**src/hdl/sm4_pkg.sv**
```systemverilog
// SM4 shared definitions: S-box, FK and CK constants, the tau and linear
// transforms, the encryption round, the key schedule step and register indexes.
// No dependencies.
package sm4_pkg;

   localparam int WORD_W    = 32;
   localparam int BLOCK_W   = 128;
   localparam int HALF_W    = 64;
   localparam int CSR_IDX_W = 8;
   localparam int CK_IDX_W  = 5;

   // Configuration register indexes
   localparam logic [CSR_IDX_W-1:0] REG_KEY_HIGH = 8'd0;
   localparam logic [CSR_IDX_W-1:0] REG_KEY_LOW  = 8'd1;

   // System parameter FK, words 0 to 3 from the top
   localparam logic [BLOCK_W-1:0] FK_ALL = 128'ha3b1bac6_56aa3350_677d9197_b27022dc;

   localparam logic [7:0] SBOX_TABLE [0:255] = '{
      8'hd6,8'h90,8'he9,8'hfe,8'hcc,8'he1,8'h3d,8'hb7,8'h16,8'hb6,8'h14,8'hc2,8'h28,8'hfb,8'h2c,8'h05,
      8'h2b,8'h67,8'h9a,8'h76,8'h2a,8'hbe,8'h04,8'hc3,8'haa,8'h44,8'h13,8'h26,8'h49,8'h86,8'h06,8'h99,
      8'h9c,8'h42,8'h50,8'hf4,8'h91,8'hef,8'h98,8'h7a,8'h33,8'h54,8'h0b,8'h43,8'hed,8'hcf,8'hac,8'h62,
      8'he4,8'hb3,8'h1c,8'ha9,8'hc9,8'h08,8'he8,8'h95,8'h80,8'hdf,8'h94,8'hfa,8'h75,8'h8f,8'h3f,8'ha6,
      8'h47,8'h07,8'ha7,8'hfc,8'hf3,8'h73,8'h17,8'hba,8'h83,8'h59,8'h3c,8'h19,8'he6,8'h85,8'h4f,8'ha8,
      8'h68,8'h6b,8'h81,8'hb2,8'h71,8'h64,8'hda,8'h8b,8'hf8,8'heb,8'h0f,8'h4b,8'h70,8'h56,8'h9d,8'h35,
      8'h1e,8'h24,8'h0e,8'h5e,8'h63,8'h58,8'hd1,8'ha2,8'h25,8'h22,8'h7c,8'h3b,8'h01,8'h21,8'h78,8'h87,
      8'hd4,8'h00,8'h46,8'h57,8'h9f,8'hd3,8'h27,8'h52,8'h4c,8'h36,8'h02,8'he7,8'ha0,8'hc4,8'hc8,8'h9e,
      8'hea,8'hbf,8'h8a,8'hd2,8'h40,8'hc7,8'h38,8'hb5,8'ha3,8'hf7,8'hf2,8'hce,8'hf9,8'h61,8'h15,8'ha1,
      8'he0,8'hae,8'h5d,8'ha4,8'h9b,8'h34,8'h1a,8'h55,8'had,8'h93,8'h32,8'h30,8'hf5,8'h8c,8'hb1,8'he3,
      8'h1d,8'hf6,8'he2,8'h2e,8'h82,8'h66,8'hca,8'h60,8'hc0,8'h29,8'h23,8'hab,8'h0d,8'h53,8'h4e,8'h6f,
      8'hd5,8'hdb,8'h37,8'h45,8'hde,8'hfd,8'h8e,8'h2f,8'h03,8'hff,8'h6a,8'h72,8'h6d,8'h6c,8'h5b,8'h51,
      8'h8d,8'h1b,8'haf,8'h92,8'hbb,8'hdd,8'hbc,8'h7f,8'h11,8'hd9,8'h5c,8'h41,8'h1f,8'h10,8'h5a,8'hd8,
      8'h0a,8'hc1,8'h31,8'h88,8'ha5,8'hcd,8'h7b,8'hbd,8'h2d,8'h74,8'hd0,8'h12,8'hb8,8'he5,8'hb4,8'hb0,
      8'h89,8'h69,8'h97,8'h4a,8'h0c,8'h96,8'h77,8'h7e,8'h65,8'hb9,8'hf1,8'h09,8'hc5,8'h6e,8'hc6,8'h84,
      8'h18,8'hf0,8'h7d,8'hec,8'h3a,8'hdc,8'h4d,8'h20,8'h79,8'hee,8'h5f,8'h3e,8'hd7,8'hcb,8'h39,8'h48
   };

   // Byte-wise S-box substitution
   function automatic logic [WORD_W-1:0] tau(input logic [WORD_W-1:0] v);
      return {SBOX_TABLE[v[31:24]], SBOX_TABLE[v[23:16]],
              SBOX_TABLE[v[15:8]],  SBOX_TABLE[v[7:0]]};
   endfunction

   // Linear transform L of the data path
   function automatic logic [WORD_W-1:0] l_enc(input logic [WORD_W-1:0] b);
      return b ^ ((b << 2) | (b >> 30)) ^ ((b << 10) | (b >> 22))
               ^ ((b << 18) | (b >> 14)) ^ ((b << 24) | (b >> 8));
   endfunction

   // Linear transform L' of the key schedule
   function automatic logic [WORD_W-1:0] l_key(input logic [WORD_W-1:0] b);
      return b ^ ((b << 13) | (b >> 19)) ^ ((b << 23) | (b >> 9));
   endfunction

   // CK word i: byte j is (4i + j) * 7 mod 256
   function automatic logic [WORD_W-1:0] ck_word(input logic [CK_IDX_W-1:0] idx);
      logic [7:0]        base;
      logic [WORD_W-1:0] w;
      base = {1'b0, idx, 2'b00};
      w    = '0;
      for (int j = 0; j < 4; j++) begin
         w[31-8*j -: 8] = 8'((base + 8'(j)) * 8'd7);
      end
      return w;
   endfunction

   // One round over the word window {w0, w1, w2, w3}; shift in the new word
   function automatic logic [BLOCK_W-1:0] enc_round(input logic [BLOCK_W-1:0] s,
                                                    input logic [WORD_W-1:0]  rk);
      logic [WORD_W-1:0] t;
      t = s[95:64] ^ s[63:32] ^ s[31:0] ^ rk;
      return {s[95:0], s[127:96] ^ l_enc(tau(t))};
   endfunction

   // One key schedule step; same window shape as the data round
   function automatic logic [BLOCK_W-1:0] key_round(input logic [BLOCK_W-1:0] s,
                                                    input logic [WORD_W-1:0]  ck);
      logic [WORD_W-1:0] t;
      t = s[95:64] ^ s[63:32] ^ s[31:0] ^ ck;
      return {s[95:0], s[127:96] ^ l_key(tau(t))};
   endfunction

endpackage

```
**src/hdl/sm4_if.sv**
```systemverilog


interface sm4_csr_if;
   logic                          valid;
   logic                          ready;
   logic [sm4_pkg::CSR_IDX_W-1:0] index;
   logic [sm4_pkg::HALF_W-1:0]    data;
   modport source (output valid, index, data, input ready);
   modport sink   (input valid, index, data, output ready);
endinterface

```
**src/hdl/sm4_key_sched.sv**
```systemverilog
// SM4 key registers and round key schedule: one key round per cycle after
// reset or any key write. Depends on sm4_pkg and sm4_csr_if.
module sm4_key_sched #(
   parameter int ROUNDS = 32
) (
   input  logic                                  clock,
   input  logic                                  reset,
   sm4_csr_if.sink                               csr_port,
   output logic                                  key_busy,
   output logic [ROUNDS-1:0][sm4_pkg::WORD_W-1:0] round_key
);

   localparam int CNT_W = (ROUNDS > 1) ? $clog2(ROUNDS) : 1;

   typedef enum logic [1:0] {
      KS_IDLE,
      KS_LOAD,
      KS_RUN
   } ks_state_type;

   ks_state_type                          state_ff;
   logic [sm4_pkg::HALF_W-1:0]            key_high_ff;
   logic [sm4_pkg::HALF_W-1:0]            key_low_ff;
   logic [sm4_pkg::BLOCK_W-1:0]           kwin_ff;
   logic [CNT_W-1:0]                      kcnt_ff;
   logic [ROUNDS-1:0][sm4_pkg::WORD_W-1:0] round_key_ff;
   logic [sm4_pkg::BLOCK_W-1:0]           kwin_in;
   logic                                  wr_fire;
   logic                                  key_wr;

   // Writes are always taken; a key write during expansion restarts it
   assign csr_port.ready = 1'b1;
   assign wr_fire        = csr_port.valid && csr_port.ready;
   assign key_wr         = wr_fire && (csr_port.index inside
                              {sm4_pkg::REG_KEY_HIGH, sm4_pkg::REG_KEY_LOW});
   assign key_busy       = (state_ff != KS_IDLE);
   assign round_key      = round_key_ff;

   // Next key window: one schedule step
   assign kwin_in = sm4_pkg::key_round(kwin_ff,
                       sm4_pkg::ck_word(sm4_pkg::CK_IDX_W'(kcnt_ff)));

   // Sequence the expansion and hold the key halves
   always_ff @(posedge clock) begin
      if (reset) begin
         state_ff    <= KS_LOAD;
         key_high_ff <= '0;
         key_low_ff  <= '0;
         kcnt_ff     <= '0;
      end else begin
         // Latch a key word; an unknown index changes nothing
         if (wr_fire) begin
            case (csr_port.index)
               sm4_pkg::REG_KEY_HIGH: begin
                  key_high_ff <= csr_port.data;
               end
               sm4_pkg::REG_KEY_LOW: begin
                  key_low_ff <= csr_port.data;
               end
               default: begin
               end
            endcase
         end
         // Restart on a key write, else step the expansion
         if (key_wr) begin
            state_ff <= KS_LOAD;
         end else begin
            case (state_ff)
               KS_LOAD: begin
                  kwin_ff  <= {key_high_ff, key_low_ff} ^ sm4_pkg::FK_ALL;
                  kcnt_ff  <= '0;
                  state_ff <= KS_RUN;
               end
               KS_RUN: begin
                  round_key_ff[kcnt_ff] <= kwin_in[31:0];
                  kwin_ff               <= kwin_in;
                  kcnt_ff               <= kcnt_ff + 1'b1;
                  if (kcnt_ff == CNT_W'(ROUNDS - 1)) begin
                     state_ff <= KS_IDLE;
                  end
               end
               default: begin
               end
            endcase
         end
      end
   end

endmodule

```
**src/flat_wrapper.sv**
```systemverilog
// flat-port wrapper written by rule: the top's interface ports become plain ports
module sm4_key_sched_flat 
#(
   parameter int ROUNDS = 32
)
  (clock, reset, key_busy, round_key, csr_port_valid, csr_port_index, csr_port_data, csr_port_ready);
  sm4_csr_if csr_port_i ();
  input  logic clock;
  input  logic reset;
  output logic key_busy;
  output logic [ROUNDS-1:0][sm4_pkg::WORD_W-1:0] round_key;
  input wire logic [$bits(csr_port_i.valid)-1:0] csr_port_valid;
  input wire logic [$bits(csr_port_i.index)-1:0] csr_port_index;
  input wire logic [$bits(csr_port_i.data)-1:0] csr_port_data;
  output wire logic [$bits(csr_port_i.ready)-1:0] csr_port_ready;
  assign csr_port_i.valid = csr_port_valid;
  assign csr_port_i.index = csr_port_index;
  assign csr_port_i.data = csr_port_data;
  assign csr_port_ready = csr_port_i.ready;
  sm4_key_sched #(.ROUNDS(ROUNDS)) u_core (.clock(clock), .reset(reset), .csr_port(csr_port_i), .key_busy(key_busy), .round_key(round_key));
endmodule
```
**config.mk**
```make
export PLATFORM = sky130hd
export DESIGN_NAME = sm4_key_sched_flat
export DESIGN_NICKNAME = d
export VERILOG_FILES = /design/src/hdl/sm4_pkg.sv /design/src/hdl/sm4_if.sv /design/src/hdl/sm4_key_sched.sv /design/src/flat_wrapper.sv
export SDC_FILE = /design/constraint.sdc
export NUM_CORES = 2
export LEC_CHECK = 0
export ABC_AREA = 1
export BUFFER_PORTS_ARGS = -buffer_cell sky130_fd_sc_hd__buf_2
export CAP_MARGIN = 20
export CORE_MARGIN = 5
export CORE_UTILIZATION = 34
export DETAILED_ROUTE_END_ITERATION = 6
export MAX_ROUTING_LAYER = met4
export SLEW_MARGIN = 20
export SYNTH_ARGS = -nofsm -noshare
export SYNTH_HDL_FRONTEND = slang
export SYNTH_SLANG_ARGS = --single-unit
```
**constraint.sdc**
```tcl
create_clock -name clock -period 15.77 [get_ports clock]
set_input_delay 3.154 -clock clock [delete_from_list [all_inputs] [get_ports clock]]
set_output_delay 3.154 -clock clock [all_outputs]
set_load 0.05 [all_outputs]
```
After elaboration in Yosys (flattened, before gate mapping)
Memory sizes are Yosys's and may differ from the RTL's. Cells that the tools add are included.

Register bits after elaboration: 1287. Logic and storage cells: 103. Input port bits: 75. Memories: 4. Output and inout port bits: 1026. Bits in read-only memories: 8192.

Memory list: (no name shown) (depth 256, width 8, rd ports 1, clocked after Yosys merged registers in 0, wr ports 0, line sm4_pkg.sv:40) `return {SBOX_TABLE[v[31:24]], SBOX_TABLE[v[23:16]],`; (no name shown) (depth 256, width 8, rd ports 1, clocked after Yosys merged registers in 0, wr ports 0, line sm4_pkg.sv:40); (no name shown) (depth 256, width 8, rd ports 1, clocked after Yosys merged registers in 0, wr ports 0, line sm4_pkg.sv:41) `SBOX_TABLE[v[15:8]], SBOX_TABLE[v[7:0]]};`; (no name shown) (depth 256, width 8, rd ports 1, clocked after Yosys merged registers in 0, wr ports 0, line sm4_pkg.sv:41).

Bitwise operators: 15. Order comparisons: 6. Multiply operators: 4. Muxes and demuxes: 15. $add $sub $neg: 4. Eq/ne operators: 5. Reductions and logical operators: 13.

Operators by type and width (count): 1024-bit bitwise mux (1); 128-bit case mux with 2 select lines (1); 32-bit XOR (6); 32-bit demux with 5-bit select (1); 8-bit two-way mux (8); 64-bit inverter (1); 9-bit greater-or-equal comparator (second input constant) (4); 8-bit inverter with 9-bit output (4); 32-bit two-way mux (1); 32-bit by 13-bit OR with 32-bit output (1); 32-bit by 23-bit OR with 32-bit output (1); 8-bit by 3-bit multiplier with 8-bit output (second input constant) (3); 7-bit by 2-bit adder with 8-bit output (second input constant) (2); 5-bit case mux with 2 select lines (1); 7-bit by 1-bit adder with 8-bit output (second input constant) (1); 8-bit by 1-bit equality test with 1-bit output (second input constant) (1); 8-bit zero test (1); 2-bit AND reduction (4); 5-bit by 6-bit less-than comparator with 1-bit output (second input constant) (1); 5-bit by 3-bit multiplier with 6-bit output (second input constant) (1); 3-bit AND reduction (2); 2-bit nonzero test (3); 5-bit by 1-bit adder with 5-bit output (second input constant) (1); 5-bit equality test (second input constant) (1); 9 further kinds (11).

Depth between registers and ports, before layout
Depth after elaboration: 12. Depth in mapped cells: 26. Depth with buffers taken out: 26.

Least setup slack after synthesis
OpenSTA, ideal clock, no wires.

Path kind: input -> register. Start point: input port csr_port_valid. End point: register u_core.kwin_ff[0] (netlist name) (enable). Setup slack: 6346 ps. Path buffers: 0. Cell stages on the path: 5. Library setup time: 617 ps. Data arrival time: 8807 ps. Cell sequence: inv_1 -> nor4_1 -> nand2_1 -> nand2_1 -> nor2_1.

Cells in the longest elaborated chain, start to end: 3.

Ends and longest elaborated chain: from (decl) (line flat_wrapper.sv:12) `input wire logic [$bits(csr_port_i.valid)-1:0] csr_port_valid;`; 1-bit logical AND (line sm4_key_sched.sv:34) `assign key_wr = wr_fire && (csr_port.index inside`; 1-bit inverter (no source line); 3-bit AND reduction (no source line); to (signal assigned) (line sm4_key_sched.sv:70) `kwin_ff <= {key_high_ff, key_low_ff} ^ sm4_pkg::FK_ALL;`; to (signal assigned) (line sm4_key_sched.sv:76) `kwin_ff <= kwin_in;`; to (decl) (line sm4_key_sched.sv:24) `logic [sm4_pkg::BLOCK_W-1:0] kwin_ff;`.

Every way passes these cells. A chain may end at the register's enable or synchronous reset.

Final worst setup path
Start point: register u_core.kcnt_ff[0]. End point: register u_core.round_key_ff (netlist bit u_core.round_key[421]) (data pin).

Cells in the longest elaborated chain, start to end: 11.

Ends and longest elaborated chain: from (decl) (line sm4_key_sched.sv:25) `logic [CNT_W-1:0] kcnt_ff;`; from (signal assigned) (line sm4_key_sched.sv:77) `kcnt_ff <= kcnt_ff + 1'b1;`; 7-bit by 2-bit adder with 8-bit output or 5-bit by 3-bit multiplier with 6-bit output (tied branches) (line sm4_pkg.sv:62) `w[31-8*j -: 8] = 8'((base + 8'(j)) * 8'd7);`; 8-bit by 3-bit multiplier with 8-bit output or 32-bit XOR (tied branches) (line sm4_pkg.sv:62, sm4_pkg.sv:79); 32-bit XOR * (line sm4_pkg.sv:79) `t = s[95:64] ^ s[63:32] ^ s[31:0] ^ ck;`; 8-bit inverter with 9-bit output (not written as such) or memory read 256 x 8 bit (tied branches); memory read 256 x 8 bit or 8-bit two-way mux (tied branches); 8-bit two-way mux, on equally long branches (line sm4_pkg.sv:41, sm4_pkg.sv:40); 8-bit two-way mux (not written as such) or 32-bit by 13-bit OR with 32-bit output (tied branches) (line sm4_pkg.sv:41, sm4_pkg.sv:52); 32-bit XOR or 32-bit by 23-bit OR with 32-bit output (tied branches) (line sm4_pkg.sv:52) `return b ^ ((b << 13) | (b >> 19)) ^ ((b << 23) | (b >> 9));`; 32-bit XOR * (line sm4_pkg.sv:52); 32-bit XOR * (line sm4_pkg.sv:80) `return {s[95:0], s[127:96] ^ l_key(tau(t))};`; via u_core.kwin_in, one bit (line sm4_key_sched.sv:27) `logic [sm4_pkg::BLOCK_W-1:0] kwin_in;`; 1024-bit bitwise mux * (line sm4_key_sched.sv:75) `round_key_ff[kcnt_ff] <= kwin_in[31:0];`; to (signal, indexed assignment) (line sm4_key_sched.sv:75); to (decl) (line sm4_key_sched.sv:26) `logic [ROUNDS-1:0][sm4_pkg::WORD_W-1:0] round_key_ff;`.

Mark *: on every way through the listed nets, which the timed path passes. The rest lies on a longest branch. The select of a mux whose other input is x is not followed.

==> impl_metrics.env <==
export IMPL_max_stage_delay_ns=0.81
export IMPL_timing_rr_end="u_core.round_key[421]"
export IMPL_grt_setup_unrepaired="false"
export IMPL_grt_remaining_overflow=0
export IMPL_tightest_slew_ns=1.19
export IMPL_rr_worst_depth=22
export IMPL_cp_depth=22
export IMPL_finalSetupViolCount=0
export IMPL_end_kind="register"
export IMPL_die_w_um=424
export IMPL_synth_area_top_cells="edfxtp_1 59%, nand2_1 12%, nand3_1 9.7%"
export IMPL_worstSetupStartpointType="register"
export IMPL_clockBufferDepth=3
export IMPL_ys_ff_latch=1287
export IMPL_area_growth_pct=21.5
export IMPL_cts_setup_buffers=0
export IMPL_finalHoldViolations=0
export IMPL_grt_use_total=0.297
export IMPL_yosysSeqAreaShare=0.641
export IMPL_synthCells=5797
export IMPL_drt_iter0_drc=6507
export IMPL_p_leak_nw=29.8
export IMPL_die_area_mm2=0.179
export IMPL_start_util=0.343
export IMPL_cpMostUsedCell="nand2_1"
export IMPL_arrival_ns=6.68
export IMPL_power_density_mw_per_mm2=212
export IMPL_report_final_slew_viol_count=0
export IMPL_drv_cap=0
export IMPL_vias=50400
export IMPL_r2r_start="u_core.kcnt_ff[0]"
export IMPL_drc=0
export IMPL_cts_tree="yes"
export IMPL_synth_edf_count=1152
export IMPL_finalSetupTns_ns=0
export IMPL_hp_class="register to register"
export IMPL_drt_total_wl_um=270000
export IMPL_peakVddDrop_mv=0.190
export IMPL_core_area_mm2=0.170
export IMPL_drt_vias_per_instance=5.48
export IMPL_antenna_found_initial=19
export IMPL_critPathKind="register to register"
export IMPL_total_power_w=0.0150
export IMPL_hpwl_um=190000
export IMPL_rrSetupSlack_ns=9.29
export IMPL_cp_top_family="buffers and inverters"
export IMPL_grt_max_degree=95
export IMPL_synthArstFlopShare=0
export IMPL_syn_nets=5928
export IMPL_crit_slowest_cell="dfxtp_1"
export IMPL_synth_area_mm2=0.0582
export IMPL_root_buffer="clkbuf_16"
export IMPL_grt_pass1_wl_um=371000
export IMPL_num_io_pins=1101
export IMPL_relSlewSlack=0.203
export IMPL_required_ns=15.96
export IMPL_clk_pin_slew_ns=0.06
export IMPL_fp_row_count=151
export IMPL_synth_main_ff_cell="edfxtp_1"
export IMPL_cts_resized=0
export IMPL_post_drt_wl_per_cell_um=29.4
export IMPL_crit_chain="fa_1 > fa_1 > xor2_1 > nand2_1 > nand2_2 > buf_4 > inv_2 > buf_4 > nor2_1 > nand2_1 > nand2_1 > nor2_1 > nand2_1 > nand3_1 > nand3_1 > nand2_1 > nand2_1 > nand2_1 > inv_1 > nand2_1 > nand2_1 > clkinv_2"
export IMPL_layout_drive_gt1_share=0.228
export IMPL_period_needed_ns=6.48
export IMPL_cts_buffers=138
export IMPL_cts_max_level=4
export IMPL_fmax_mhz=154
export IMPL_avgSynthCellArea_um2=10.0
export IMPL_hold_buffers=0
export IMPL_skew_ns=0.0593
export IMPL_port_buffer_count=1099
export IMPL_die_h_um=424
export IMPL_synth_top_area_frac=0.595
export IMPL_gp_congestion=1.02
export IMPL_nets=6979
export IMPL_yosysUniqueCellTypes=47
export IMPL_synth_area_leader_cell="edfxtp_1"
export IMPL_crit_buf_inv=5
export IMPL_synth_warnings=0
export IMPL_clock_sinks=1287
export IMPL_crit_start="u_core.kcnt_ff[0]"
export IMPL_drtPass1Iterations=6
export IMPL_min_period_over_period=0.411
export IMPL_status="finished, final reports clean"
export IMPL_clock_latency_ns=0.81
export IMPL_path_max_fanout=51
export IMPL_ant_nets=0
export IMPL_grt_pass1_vias=47700
export IMPL_crit_end="u_core.round_key[421]"
-- cells in the mapped netlist (4+ instances only) --
cell,number
nand2_1,1804
edfxtp_1,1152
nand3_1,1123
inv_1,331
o21ai_0,250
nor2_1,196
a21oi_1,187
dfxtp_1,135
buf_2,103
clkbuf_1,103
ha_1,50
nand2_2,48
xnor2_1,35
buf_4,28
buf_1,24
nand4_1,21
o211ai_1,21
and2_1,20
buf_6,18
inv_2,18
nand2_4,15
or2_2,15
xor2_1,15
nand3b_1,11
nand3_2,9
nor2_2,9
o21ai_1,9
a31oi_1,6
fa_1,6
nor2_4,5
buf_8,4
-- layout by cell type (no fill, tap or decap), drive strengths merged, types with 3 or more instances in the layout --
master / instances
nand2: 1867
o21ai: 259
or2: 15
a31oi: 6
bufinv: 11
nand3: 1132
nor2: 210
nand3b: 11
clkinvlp: 3
o211ai: 21
clkinv: 50
dfxtp: 135
xnor2: 38
clkbuf: 172
fa: 6
edfxtp: 1152
and2: 20
xor2: 18
buf: 1192
nor3: 3
inv: 358
ha: 50
a21oi: 188
nand4: 21
diode: 20
-- state kept, by name (all words and copies together), names as in the netlist --
name / count
u_core.kcnt_ff: 5
u_core.round_key: 1024
u_core.state_ff: 2
u_core.key_high_ff: 64
u_core.kwin_ff: 128
u_core.key_low_ff: 64
-- worst min-delay path, delay by kind of cell (launching register included) --
kind          cells  cell delay (ns)
flops             1             0.32
simple gates      2             0.10
-- metrics by stage --
| step | instances | util | setup WS, ns | hold WS (ns) | instance area [um^2] |
|---|---|---|---|---|---|
| 3_5_place_dp | 8926 | 0.390 | 9.45 | 0.508 | 66100 |
| 4_1_cts | 9169 | 0.416 | 9.51 | 0.499 | 70600 |
| 2_1_floorplan | 5797 | - | 6.35 | 0.489 | 58200 |
| 3_3_place_gp | 8924 | 0.389 | 9.43 | 0.498 | 66000 |
| 6_report | 9189 | 0.416 | 9.29 | 0.488 | 70600 |
| 5_1_grt | 9176 | 0.416 | 8.97 | 0.526 | 70600 |
-- cell type report --
cell class              count  area, um^2
clock inverters            71         861
well taps                2218        2780
clock buffers             172        3640
diodes                     20        50.0
inverters                 351        1320
multi-input cells        3878       18500
repair buffers           1192        6230
fillers                 16500       99000
flip-flops and latches   1287       37300
-- logic make-up (layout without fill, tap and decap cells) --
| group | count (synthesis) | after routing | synth area share |
|---|---|---|---|
| and+or+nand+nor | 3283 | 3283 | 0.245 |
| buffers and inverters | 632 | 1786 | 0.0482 |
| AOI/OAI and AO/OA | 482 | 482 | 0.0430 |
| xor gates and xnor gates | 56 | 56 | 0.00921 |
| adders and majority gates | 56 | 56 | 0.0128 |
| DFF | 1287 | 1287 | 0.641 |
| other | 1 | 21 | 0.0000645 |
-- per-layer routing --
metal / up-vias / routed length, um / track usage / share of wire
met1: 24800 / 104000 / 0.364 / 0.39
met2: 2948 / 126000 / 0.470 / 0.47
li1: 22100 / - / - / -
met4: 0 / 17700 / 0.160 / 0.066
met3: 611 / 22100 / 0.0505 / 0.082
met5: - / 0 / - / 0
-- worst min path at each step --
stage	startpoint	to	slack, ns	cells after the start
2_1_floorplan	u_core.key_high_ff[37]	u_core.kwin_ff[101]	0.49	2
3_3_place_gp	u_core.state_ff[0]	u_core.state_ff[0]	0.50	1
3_5_place_dp	u_core.key_low_ff[37]	u_core.kwin_ff[37]	0.51	2
4_1_cts	u_core.key_high_ff[5]	u_core.kwin_ff[69]	0.50	2
5_1_grt	u_core.key_high_ff[22]	u_core.kwin_ff[86]	0.53	2
6_report	u_core.key_high_ff[5]	u_core.kwin_ff[69]	0.49	2
-- where the power goes --
| group | switching [W] | leakage, nW | internal (W) |
|---|---|---|---|
| registers | 0.0000383 | 11.4 | 0.00510 |
| logic | 0.00544 | 16.2 | 0.00119 |
| clock network | 0.00137 | 2.18 | 0.00184 |
Power figures use the tool's default switching activity.
